$ cat src/f2i_pkg.sv
// Package for the float-to-integer converter: format, size and rounding codes
// and the stage payload types. Depends on nothing.
package f2i_pkg;

  localparam logic [1:0] FMT_HALF   = 2'd0;
  localparam logic [1:0] FMT_SINGLE = 2'd1;

  localparam logic [1:0] SIZE_8  = 2'd0;
  localparam logic [1:0] SIZE_16 = 2'd1;
  localparam logic [1:0] SIZE_32 = 2'd2;
  localparam logic [1:0] SIZE_64 = 2'd3;

  localparam logic [2:0] RM_RNE = 3'd0;
  localparam logic [2:0] RM_RDN = 3'd2;
  localparam logic [2:0] RM_RUP = 3'd3;
  localparam logic [2:0] RM_RMM = 3'd4;

  // Stage one to two: unpacked operand.
  typedef struct packed {
    logic        sign;
    logic        nan;
    logic        big;
    logic [52:0] mant;
    logic        left;      // shift is left (shift >= 0)
    logic [11:0] amt;       // shift magnitude
    logic [1:0]  size;
    logic        sgn;
    logic        sat;
    logic [2:0]  rm;
  } unpack_t;

  // Stage two to three: integer part with rounding bits.
  typedef struct packed {
    logic        sign;
    logic        nan;
    logic        big;
    logic [63:0] ip;
    logic        hbit;
    logic        sticky;
    logic [1:0]  size;
    logic        sgn;
    logic        sat;
    logic [2:0]  rm;
  } shift_t;

  // Stage three to four: rounded magnitude.
  typedef struct packed {
    logic        sign;
    logic        nan;
    logic        big;
    logic [63:0] mag;
    logic [1:0]  size;
    logic        sgn;
    logic        sat;
  } round_t;

endpackage

$ cat src/float_to_int_convert.sv
// Top level of the float-to-integer converter: a four-stage pipeline.
// Depends on f2i_pkg for codes and stage payload types.
//
// Usage: drive the operand fields and raise start_i. busy_o is always low, so
// a beat is accepted at every clock edge where start_i is high, one per cycle.
// Stage one unpacks the float, stage two aligns the mantissa with a barrel
// shift and gathers the guard and sticky bits, stage three rounds with one
// 64-bit increment, stage four clamps or wraps into the destination and
// extends narrow results. The four register stages s1_q, s2_q, s3_q and res_q
// load in that order, the first at the accepting edge, and the result is on
// result_bits_o with done_o high, for one cycle only. Throughput is one
// conversion per cycle. The receiver cannot stall the result, and nothing is
// ever held back. Reset clears all stage valid bits, so no result comes out
// until new beats enter; payload registers are not reset.
module float_to_int_convert (
  input  logic        clk_i,
  input  logic        rst_ni,
  input  logic        start_i,
  output logic        busy_o,
  input  logic [63:0] source_bits_i,
  input  logic [1:0]  source_format_i,
  input  logic [1:0]  dest_size_i,
  input  logic        dest_signed_i,
  input  logic        saturate_i,
  input  logic [2:0]  round_mode_i,
  output logic        done_o,
  output logic [63:0] result_bits_o
);

  f2i_pkg::unpack_t s1_d, s1_q;
  f2i_pkg::shift_t  s2_d, s2_q;
  f2i_pkg::round_t  s3_d, s3_q;
  logic [63:0]      res_d, res_q;
  logic [3:0]       vld_q;

  assign busy_o = 1'b0;

  // Stage one: field extraction and shift amount.
  always_comb begin
    logic [10:0] ef, emx;
    logic [51:0] fr;
    logic        sg;
    logic [12:0] e, bias_m;
    logic [13:0] sh;
    emx = 11'h7ff;
    case (source_format_i)
      f2i_pkg::FMT_HALF: begin
        ef = {6'd0, source_bits_i[14:10]};
        fr = {42'd0, source_bits_i[9:0]};
        sg = source_bits_i[15];
        emx = 11'h1f;
        bias_m = 13'd25;
      end
      f2i_pkg::FMT_SINGLE: begin
        ef = {3'd0, source_bits_i[30:23]};
        fr = {29'd0, source_bits_i[22:0]};
        sg = source_bits_i[31];
        emx = 11'hff;
        bias_m = 13'd150;
      end
      default: begin
        ef = source_bits_i[62:52];
        fr = source_bits_i[51:0];
        sg = source_bits_i[63];
        bias_m = 13'd1075;
      end
    endcase
    e = (ef != 11'd0) ? {2'd0, ef} : 13'd1;
    sh = {1'b0, e} - {1'b0, bias_m};
    s1_d.sign = sg;
    s1_d.nan  = (ef == emx) && (fr != 52'd0);
    s1_d.big  = (ef == emx) && (fr == 52'd0);
    case (source_format_i)
      f2i_pkg::FMT_HALF:   s1_d.mant = {42'd0, ef != 11'd0, fr[9:0]};
      f2i_pkg::FMT_SINGLE: s1_d.mant = {29'd0, ef != 11'd0, fr[22:0]};
      default:             s1_d.mant = {ef != 11'd0, fr};
    endcase
    s1_d.left = !sh[13];
    s1_d.amt  = sh[13] ? 12'(-sh) : sh[11:0];
    s1_d.size = dest_size_i;
    s1_d.sgn  = dest_signed_i;
    s1_d.sat  = saturate_i;
    s1_d.rm   = round_mode_i;
  end

  // Stage two: alignment.
  always_comb begin
    logic [116:0] wide;
    logic [63:0]  ext;
    s2_d.sign = s1_q.sign;
    s2_d.nan  = s1_q.nan;
    s2_d.big  = s1_q.big;
    s2_d.size = s1_q.size;
    s2_d.sgn  = s1_q.sgn;
    s2_d.sat  = s1_q.sat;
    s2_d.rm   = s1_q.rm;
    s2_d.hbit = 1'b0;
    s2_d.sticky = 1'b0;
    s2_d.ip   = '0;
    ext = {11'd0, s1_q.mant};
    wide = '0;
    if (s1_q.nan || s1_q.big) begin
      s2_d.ip = '0;
    end else if (s1_q.left) begin
      if (s1_q.amt >= 12'd64) begin
        s2_d.big = (s1_q.mant != 53'd0);
      end else begin
        wide = {53'd0, ext} << s1_q.amt[5:0];
        s2_d.big = (wide[116:64] != 53'd0);
        s2_d.ip  = wide[63:0];
      end
    end else if (s1_q.amt >= 12'd64) begin
      s2_d.sticky = (s1_q.mant != 53'd0);
    end else begin
      // Place the mantissa above 64 fraction bits, then shift right.
      wide = {ext[52:0], 64'd0} >> s1_q.amt[5:0];
      s2_d.ip     = {11'd0, wide[116:64]};
      s2_d.hbit   = wide[63];
      s2_d.sticky = (wide[62:0] != 63'd0);
    end
  end

  // Stage three: rounding increment.
  always_comb begin
    logic inc;
    case (s2_q.rm)
      f2i_pkg::RM_RNE: inc = s2_q.hbit && (s2_q.sticky || s2_q.ip[0]);
      f2i_pkg::RM_RDN: inc = s2_q.sign && (s2_q.hbit || s2_q.sticky);
      f2i_pkg::RM_RUP: inc = !s2_q.sign && (s2_q.hbit || s2_q.sticky);
      f2i_pkg::RM_RMM: inc = s2_q.hbit;
      default:         inc = 1'b0;
    endcase
    s3_d.sign = s2_q.sign;
    s3_d.nan  = s2_q.nan;
    s3_d.big  = s2_q.big;
    s3_d.mag  = s2_q.big ? 64'd0 : s2_q.ip + {63'd0, inc};
    s3_d.size = s2_q.size;
    s3_d.sgn  = s2_q.sgn;
    s3_d.sat  = s2_q.sat;
  end

  // Clamp sign/magnitude into an n-bit range given by a size code.
  function automatic logic [63:0] clamp(input logic neg, input logic big,
                                        input logic [63:0] mag,
                                        input logic [1:0] size,
                                        input logic sgn);
    logic [63:0] half, umax;
    half = 64'd1 << ((7'd8 << size) - 7'd1);
    umax = (size == f2i_pkg::SIZE_64) ? '1 : ((64'd1 << (7'd8 << size)) - 64'd1);
    if (sgn) begin
      if (neg) clamp = (big || mag > half) ? -half : -mag;
      else     clamp = (big || mag > half - 64'd1) ? half - 64'd1 : mag;
    end else if (neg) begin
      clamp = '0;
    end else begin
      clamp = (big || mag > umax) ? umax : mag;
    end
  endfunction

  // Stage four: clamp or wrap, then extend narrow results.
  always_comb begin
    logic        neg;
    logic [63:0] r;
    neg = s3_q.sign && (s3_q.big || s3_q.mag != 64'd0);
    if (s3_q.nan) begin
      r = '0;
    end else if (s3_q.sat || s3_q.size == f2i_pkg::SIZE_64 ||
                 (!s3_q.sgn && s3_q.size == f2i_pkg::SIZE_32)) begin
      r = clamp(neg, s3_q.big, s3_q.mag, s3_q.size, s3_q.sgn);
    end else if (!s3_q.sgn && neg) begin
      r = '0;
    end else begin
      r = clamp(neg, s3_q.big, s3_q.mag, f2i_pkg::SIZE_64, 1'b1);
    end
    case (s3_q.size)
      f2i_pkg::SIZE_8:  res_d = {32'd0, {24{s3_q.sgn & r[7]}}, r[7:0]};
      f2i_pkg::SIZE_16: res_d = {32'd0, {16{s3_q.sgn & r[15]}}, r[15:0]};
      f2i_pkg::SIZE_32: res_d = {32'd0, r[31:0]};
      default:          res_d = r;
    endcase
  end

  always_ff @(posedge clk_i or negedge rst_ni) begin
    if (!rst_ni) begin
      vld_q <= '0;
    end else begin
      vld_q <= {vld_q[2:0], start_i};
    end
  end

  always_ff @(posedge clk_i) begin
    s1_q  <= s1_d;
    s2_q  <= s2_d;
    s3_q  <= s3_d;
    res_q <= res_d;
  end

  assign done_o        = vld_q[3];
  assign result_bits_o = res_q;

endmodule
$ cat config.mk
export PLATFORM = sky130hd
export DESIGN_NAME = float_to_int_convert
export DESIGN_NICKNAME = d
export VERILOG_FILES = /design/src/f2i_pkg.sv /design/src/float_to_int_convert.sv
export SDC_FILE = /design/constraint.sdc
export NUM_CORES = 1
export LEC_CHECK = 0
export ABC_AREA = 1
export BUFFER_PORTS_ARGS = -buffer_cell sky130_fd_sc_hd__clkbuf_2
export CORE_ASPECT_RATIO = 0.5
export CORE_MARGIN = 3
export CORE_UTILIZATION = 41
export CTS_CLUSTER_DIAMETER = 30
export DETAILED_ROUTE_END_ITERATION = 10
export HOLD_SLACK_MARGIN = 0.15
export PLACE_DENSITY = 0.58
export SLEW_MARGIN = 10
export SYNTH_ARGS = -nofsm -noshare
export SYNTH_HDL_FRONTEND = slang
export SYNTH_SLANG_ARGS = --single-unit
$ cat constraint.sdc
create_clock -name clk_i -period 4 [get_ports clk_i]
set_clock_uncertainty 0.05 [all_clocks]
set_input_delay 0.2 -clock clk_i [delete_from_list [all_inputs] [get_ports clk_i]]
set_output_delay 0.2 -clock clk_i [all_outputs]
set_load 0.02 [all_outputs]
## After elaboration in Yosys (flattened, before gate mapping)

Index checks and enable logic that the tools add are counted.

- Eq/ne operators: 8
- Bitwise logic cells: 2
- Muxes and demuxes: 30
- Magnitude comparators: 6
- Shift operators: 5
- Reductions and logical operators: 34
- Add/subtract/negate cells: 8

Operator list:

| cell | number |
|---|---|
| $mux W64 | 15 |
| $gt A64 B64 Y1 | 3 |
| $pmux W64 S3 | 1 |
| $neg A64 Y64 | 2 |
| $shl A1 B7 Y64 const A | 2 |
| $sub A64 B1 Y64 const B | 2 |
| $shl A53 B6 Y117 | 1 |
| $shr A117 B6 Y117 | 1 |
| $pmux W53 S2 | 1 |
| $reduce_bool A53 Y1 | 2 |
| $pmux W52 S2 | 1 |
| $pmux W11 S2 | 3 |
| $add A64 B1 Y64 | 1 |
| $gt A64 B63 Y1 const B | 1 |
| $gt A64 B64 Y1 const B | 1 |
| $reduce_bool A64 Y1 | 1 |
| $reduce_bool A63 Y1 | 1 |
| $mux W54 | 1 |
| $logic_not A52 Y1 | 1 |
| $reduce_bool A52 Y1 | 1 |
| $ge A12 B7 Y1 const B | 1 |
| $mux W12 | 1 |
| $neg A12 Y12 | 1 |
| $sub A11 B11 Y12 | 1 |
| other kinds (20) | 47 |

- Flip-flop bits (word level): 291
- Input bits: 76
- Logic and storage cells: 122
- Output and inout port bits: 66

## Longest topological paths before layout

- Word-level depth: 13
- Mapped depth: 25
- Mapped depth without buffers: 25

## Worst setup path before layout

Ideal clock, no wire load.

- Path kind: register -> register
- From: register s3_q[3] (netlist name)
- To: register res_q[44] (netlist: result_bits_o[44])
- Stages on the path, launching flop included: 23
- Buffers on the path: 2
- Data required time: 3.835 ns
- Period minus slack after synthesis: 3.514 ns
- Library setup time: 0.115 ns
- Path slack: 0.486 ns
- Arrival time: 3.349 ns
- Cells stage by stage: dfxtp_1 nor2_1 inv_1 ha_1 inv_1 ha_1 a21oi_1 nor2_1 nor2_1 nand2_1 a21oi_1 nand2_1 nand2_1 nand2_1 nand2_2 nand3_4 nand2_4 nand2_4 nand2_4 buf_6 buf_6 nor2_1 o21a_1

- Cells in the longest elaborated chain, start to end: 12
- Elaborated cells between the ends (all ways): 30
- Those cells by class: 4 x add/sub; 3 x order compare; 3 x eq/ne; 3 x shift; 10 x mux; 7 x reduce/logical

RTL lines:

| element | RTL line | RTL |
|---|---|---|
| start, declared | float_to_int_convert.sv:32 | `f2i_pkg::round_t s3_d, s3_q;` |
| start signal, assigned | float_to_int_convert.sv:194 | `s3_q <= s3_d;` |
| $shl A4 B2 Y7 | float_to_int_convert.sv:148, float_to_int_convert.sv:149 |  |
| $sub A7 B1 Y7 / $shl A1 B7 Y64 (equally long branches) | float_to_int_convert.sv:148, float_to_int_convert.sv:149 |  |
| $shl A1 B7 Y64 / $sub A64 B1 Y64 (equally long branches) | float_to_int_convert.sv:148, float_to_int_convert.sv:149 |  |
| $sub A64 B1 Y64 / $mux W64 (equally long branches) | float_to_int_convert.sv:152, float_to_int_convert.sv:149 |  |
| $gt A64 B64 Y1, on equally long branches | float_to_int_convert.sv:152, float_to_int_convert.sv:156 |  |
| $logic_or A1 B1 Y1, on equally long branches | float_to_int_convert.sv:152, float_to_int_convert.sv:156 |  |
| $mux W64, on equally long branches | float_to_int_convert.sv:152, float_to_int_convert.sv:156 |  |
| $mux W64, on equally long branches | float_to_int_convert.sv:151, float_to_int_convert.sv:153 |  |
| $mux W64 | float_to_int_convert.sv:150 | `if (sgn) begin` |
| $mux W64 | float_to_int_convert.sv:167 | `end else if (s3_q.sat \|\| s3_q.size == f2i_pkg::SIZE_64 \|\|` |
| $mux W64 | float_to_int_convert.sv:165 | `if (s3_q.nan) begin` |
| $pmux W64 S3 * | float_to_int_convert.sv:175 | `case (s3_q.size)` |
| named net res_d[44] | float_to_int_convert.sv:33 | `logic [63:0] res_d, res_q;` |
| end signal, assigned | float_to_int_convert.sv:195 | `res_q <= res_d;` |
| end, declared | float_to_int_convert.sv:33 |  |

Mark *: on every way through the listed nets, which the timed path passes. The rest lies on a longest branch.
A chain may end at the register's enable or synchronous reset.

## Worst setup path in the final report

- From: register s3_q[3] (netlist name)
- To: register res_q[11] (netlist: result_bits_o[11])

- Cells in the longest elaborated chain, start to end: 13
- Elaborated cells between the ends (all ways): 31
- Those cells by class: 4 x add/sub; 3 x order compare; 3 x eq/ne; 3 x shift; 10 x mux; 1 x bitwise; 7 x reduce/logical

RTL lines:

| element | RTL line | RTL |
|---|---|---|
| $shl A4 B2 Y7 | float_to_int_convert.sv:148, float_to_int_convert.sv:149 |  |
| $sub A7 B1 Y7 / $shl A1 B7 Y64 (equally long branches) | float_to_int_convert.sv:148, float_to_int_convert.sv:149 |  |
| $shl A1 B7 Y64 / $sub A64 B1 Y64 (equally long branches) | float_to_int_convert.sv:148, float_to_int_convert.sv:149 |  |
| $sub A64 B1 Y64 / $mux W64 (equally long branches) | float_to_int_convert.sv:152, float_to_int_convert.sv:149 |  |
| $gt A64 B64 Y1, on equally long branches | float_to_int_convert.sv:152, float_to_int_convert.sv:156 |  |
| $logic_or A1 B1 Y1, on equally long branches | float_to_int_convert.sv:152, float_to_int_convert.sv:156 |  |
| $mux W64, on equally long branches | float_to_int_convert.sv:152, float_to_int_convert.sv:156 |  |
| $mux W64, on equally long branches | float_to_int_convert.sv:151, float_to_int_convert.sv:153 |  |
| $mux W64 | float_to_int_convert.sv:150 |  |
| $mux W64 | float_to_int_convert.sv:167 |  |
| $mux W64 | float_to_int_convert.sv:165 |  |
| $and A1 B1 Y1 | float_to_int_convert.sv:176 | `f2i_pkg::SIZE_8: res_d = {32'd0, {24{s3_q.sgn & r[7]}}, r[7:0]};` |
| $pmux W64 S3 * | float_to_int_convert.sv:175 |  |
| named net res_d[11] | float_to_int_convert.sv:33 |  |

Marks and branches as above.

==> results.yml <==
outcome:
  status: "finished, final reports clean"
routing:
  final_antenna_net_count: 0
  dr.pass1.iters: 7
  vias: 28200
  viasPerCell: 5.54
  route.detailed.drc: 0
  wl_per_cell_um: 19.6
  drtIter0Drc: 2879
  drt_wl_total_um: 99700
final_layout:
  drive_gt1_share_pct: 9.68
  utilization_pct: 49.4
  num_antenna_cells: 0
  synthToLayoutAreaGrowth_pct: 17.6
  mostFrequentLayoutCell: "nand2_1"
  layout_common_cells: "1192 x nand2_1, 421 x inv_1, 370 x nor2_1"
  nNetsFinal: 4475
synth:
  synth_edf_count: 0
  synthCells: 4097
  synth.avg_cell_area_um2: 5.95
  synthArstFlopShare_pct: 1.37
  synth_top_flop_cell: "dfxtp_1"
  ys_types: 68
  seq_area_frac_synth_pct: 24.0
  ys_ff_latch: 291
  yosys_warnings: 0
  netlist_area_um2: 24400
timing:
  rsz0062_at_grt: "false"
  setup_viol: 0
  setup_tns_ns: 0
  max_freq_mhz: 275
  relSlewSlack_pct: 38.4
  min_period_ns: 3.63
  final_max_slew_viol_count: 0
  hold_viol: 0
  tightestPinTransition_ns: 0.914
  post-route-period-util_pct: 90.8
global_route:
  top_usage_layer: "met2"
  use_met1_pct: 44.4
  grt_pass1_wl_um: 153000
  grt_overflow: 0
  globalRouteMet2Util_pct: 48.6
  grt_pass1_vias: 26100
  grt_usage_pct: 31.3
  grtUsageMet3_pct: 4.24
  grt_max_degree: 121
  antenna_found_initial: 0
floorplanning:
  die_w_um: 351
  pin_count: 142
  start_util_pct: 42.0
  dieArea_um2: 62600
  num_rows: 62
  die_h_um: 178
  core_area_um2: 58100
placement:
  io_buffers: 140
  dp_hpwl_um: 78700
  gp_congestion: 1.01
power_and_ir_drop:
  power_per_cell_area_nw_per_um2: 582
  cellLeakagePower_uw: 0.0142
  ir_worst_vdd_mv: 0.381
clocking:
  clock_latency_ns: 0.59
  clock_sinks: 291
  cts_tree: "built"
  h-tree-depth: 2
  cts_root_buffer: "clkbuf_16"
  cts_buffer_depth: 3
  clkTransAtPathRegs_ns: 0.05
  cts_buffers: 48
setup_path:
  critical_path_required_ns: 4.48
  crit_arrival_ns: 4.11
  cp_max_fo: 29
  cp-end-kind: "register"
  path_class: "register to register"
  startpoint_type: "register"
hold_path:
  hold_class: "input pin to register"
job:
  drv_cap: 0
==> synthesized netlist by cell type, types with 6 or more instances <==
library cell  count  area [um2]
xnor2_1          16         140
nand3_1         282        1410
mux2i_1          19         190
nand2_4           6        67.6
nand2_2           9        56.3
ha_1            120        1500
or2_2            13        81.3
o21ai_0         321        1610
o31ai_1          12        90.1
nand4_1          69         432
o211ai_1         56         420
a22oi_1          15         113
nand2_1        1193        4480
o21ai_1          59         295
a31oi_1          27         169
inv_2            27         101
dfxtp_1         287        5750
buf_1            33         124
o21a_1           22         165
nor4_1           45         282
nor3_1          108         541
a21oi_1         221        1110
nand3b_1          7        52.6
nand3_2          20         200
nor2_1          371        1390
nor2_2           16         100
a211oi_1         21         158
xor2_1           49         429
clkbuf_1        127         477
nor3b_1           6        45.0
buf_2            21         105
inv_1           424        1590
==> flip-flops by register name (all words and copies together), names as in the netlist <==
| name | count |
|---|---|
| result_bits_o | 64 |
| s1_q | 76 |
| s2_q | 76 |
| s3_q | 71 |
| vld_q | 4 |
==> layer usage <==
| metal | vias to the layer above | wire [um] | part of all wire, % |
|---|---|---|---|
| li1 | 13900 | - | - |
| met1 | 12900 | 46500 | 47 |
| met2 | 1156 | 42100 | 42 |
| met3 | 198 | 7490 | 7.5 |
| met4 | 0 | 3560 | 3.6 |
| met5 | - | 0 | 0 |
==> where the power goes <==
part	total, uW	internal [uW]	switching, uW
logic	9070	2540	6540
clock network	4210	2570	1650
registers	3420	3180	238
total	16700	8280	8420
==> metrics by stage <==
stage | power (uW) | cell area (um2) | hold WS [ns] | instances | worst slack [ns]
after detailed placement | 12200 | 25900 | -0.0412 | 4886 | 0.0919
after CTS | 16500 | 28600 | 0.159 | 5080 | 0.0459
after global routing | 17800 | 28700 | 0.163 | 5084 | 0.0352
after global placement | 12200 | 25900 | -0.0429 | 4886 | 0.254
after floorplan | 9280 | 24400 | -0.146 | 4098 | 0.486
final | 16700 | 28700 | 0.149 | 5084 | 0.367
==> what timing repair did <==
| item | in CTS | in global routing |
|---|---|---|
| endpoints found under the setup margin | 0 | 53 |
| gates resized for setup | 0 | 11 |
| hold endpoints to repair | 71 | 0 |
| hold buffers | 106 | 0 |
| setup buffers | 0 | 3 |
==> logic make-up (layout without fill, tap and decap cells) <==
| group | after synthesis | in the layout | synth area share (%) |
|---|---|---|---|
| AOI/OAI and AO/OA | 788 | 788 | 18.1 |
| xor gates and xnor gates | 65 | 65 | 2.33 |
| buffers and inverters | 645 | 862 | 10.3 |
| adders and majority gates | 121 | 121 | 6.24 |
| muxes | 19 | 19 | 0.780 |
| DFF | 291 | 291 | 24.0 |
| and+or+nand+nor | 2167 | 2168 | 38.3 |
| other | 1 | 2 | 0.0154 |
==> final cells by class <==
type | count | area, um2
clock buffers | 56 | 1280
multi-input cells | 3163 | 16100
repair buffers | 318 | 2380
clock inverters | 32 | 378
fillers | 6280 | 29400
well taps | 768 | 961
inverters | 456 | 1730
flip-flops and latches | 291 | 5860
==> worst max-delay path: stages, from the launching register on <==
cell and delay [ns]:
dfxtp_1 0.39, nand2_1 0.13, buf_4 0.27, ha_1 0.35
nand4_1 0.09, nor3_1 0.24, nand3b_1 0.11, nor2_1 0.28
nand4_1 0.18, nand2_1 0.17, buf_4 0.16, nand2_1 0.17
nand3_1 0.15, nand2_1 0.06, inv_1 0.07, nand2_1 0.08
nand2_1 0.19, nand3_4 0.25, o21ai_1 0.15
==> final timing paths <==
| kind | startpoint | to | slack (ns) | cells after the start |
|---|---|---|---|---|
| setup reg to reg | s3_q[3]$_DFF_P_ | result_bits_o[11]$_DFF_P_ | 0.37 | 18 |
| max in group asynchronous | rst_ni | vld_q[3]$_DFF_PN0_ | 3.25 | 3 |
| hold reg to reg | s2_q[3]$_DFF_P_ | s3_q[0]$_DFF_P_ | 0.27 | 0 |
| setup / recovery | s3_q[3]$_DFF_P_ | result_bits_o[11]$_DFF_P_ | 0.37 | 18 |
| hold / removal | source_format_i[0] | s1_q[7]$_DFF_P_ | 0.15 | 4 |
| min in group asynchronous | rst_ni | vld_q[1]$_DFF_PN0_ | 0.48 | 3 |
No activity file was read; power rests on OpenSTA's default activity.
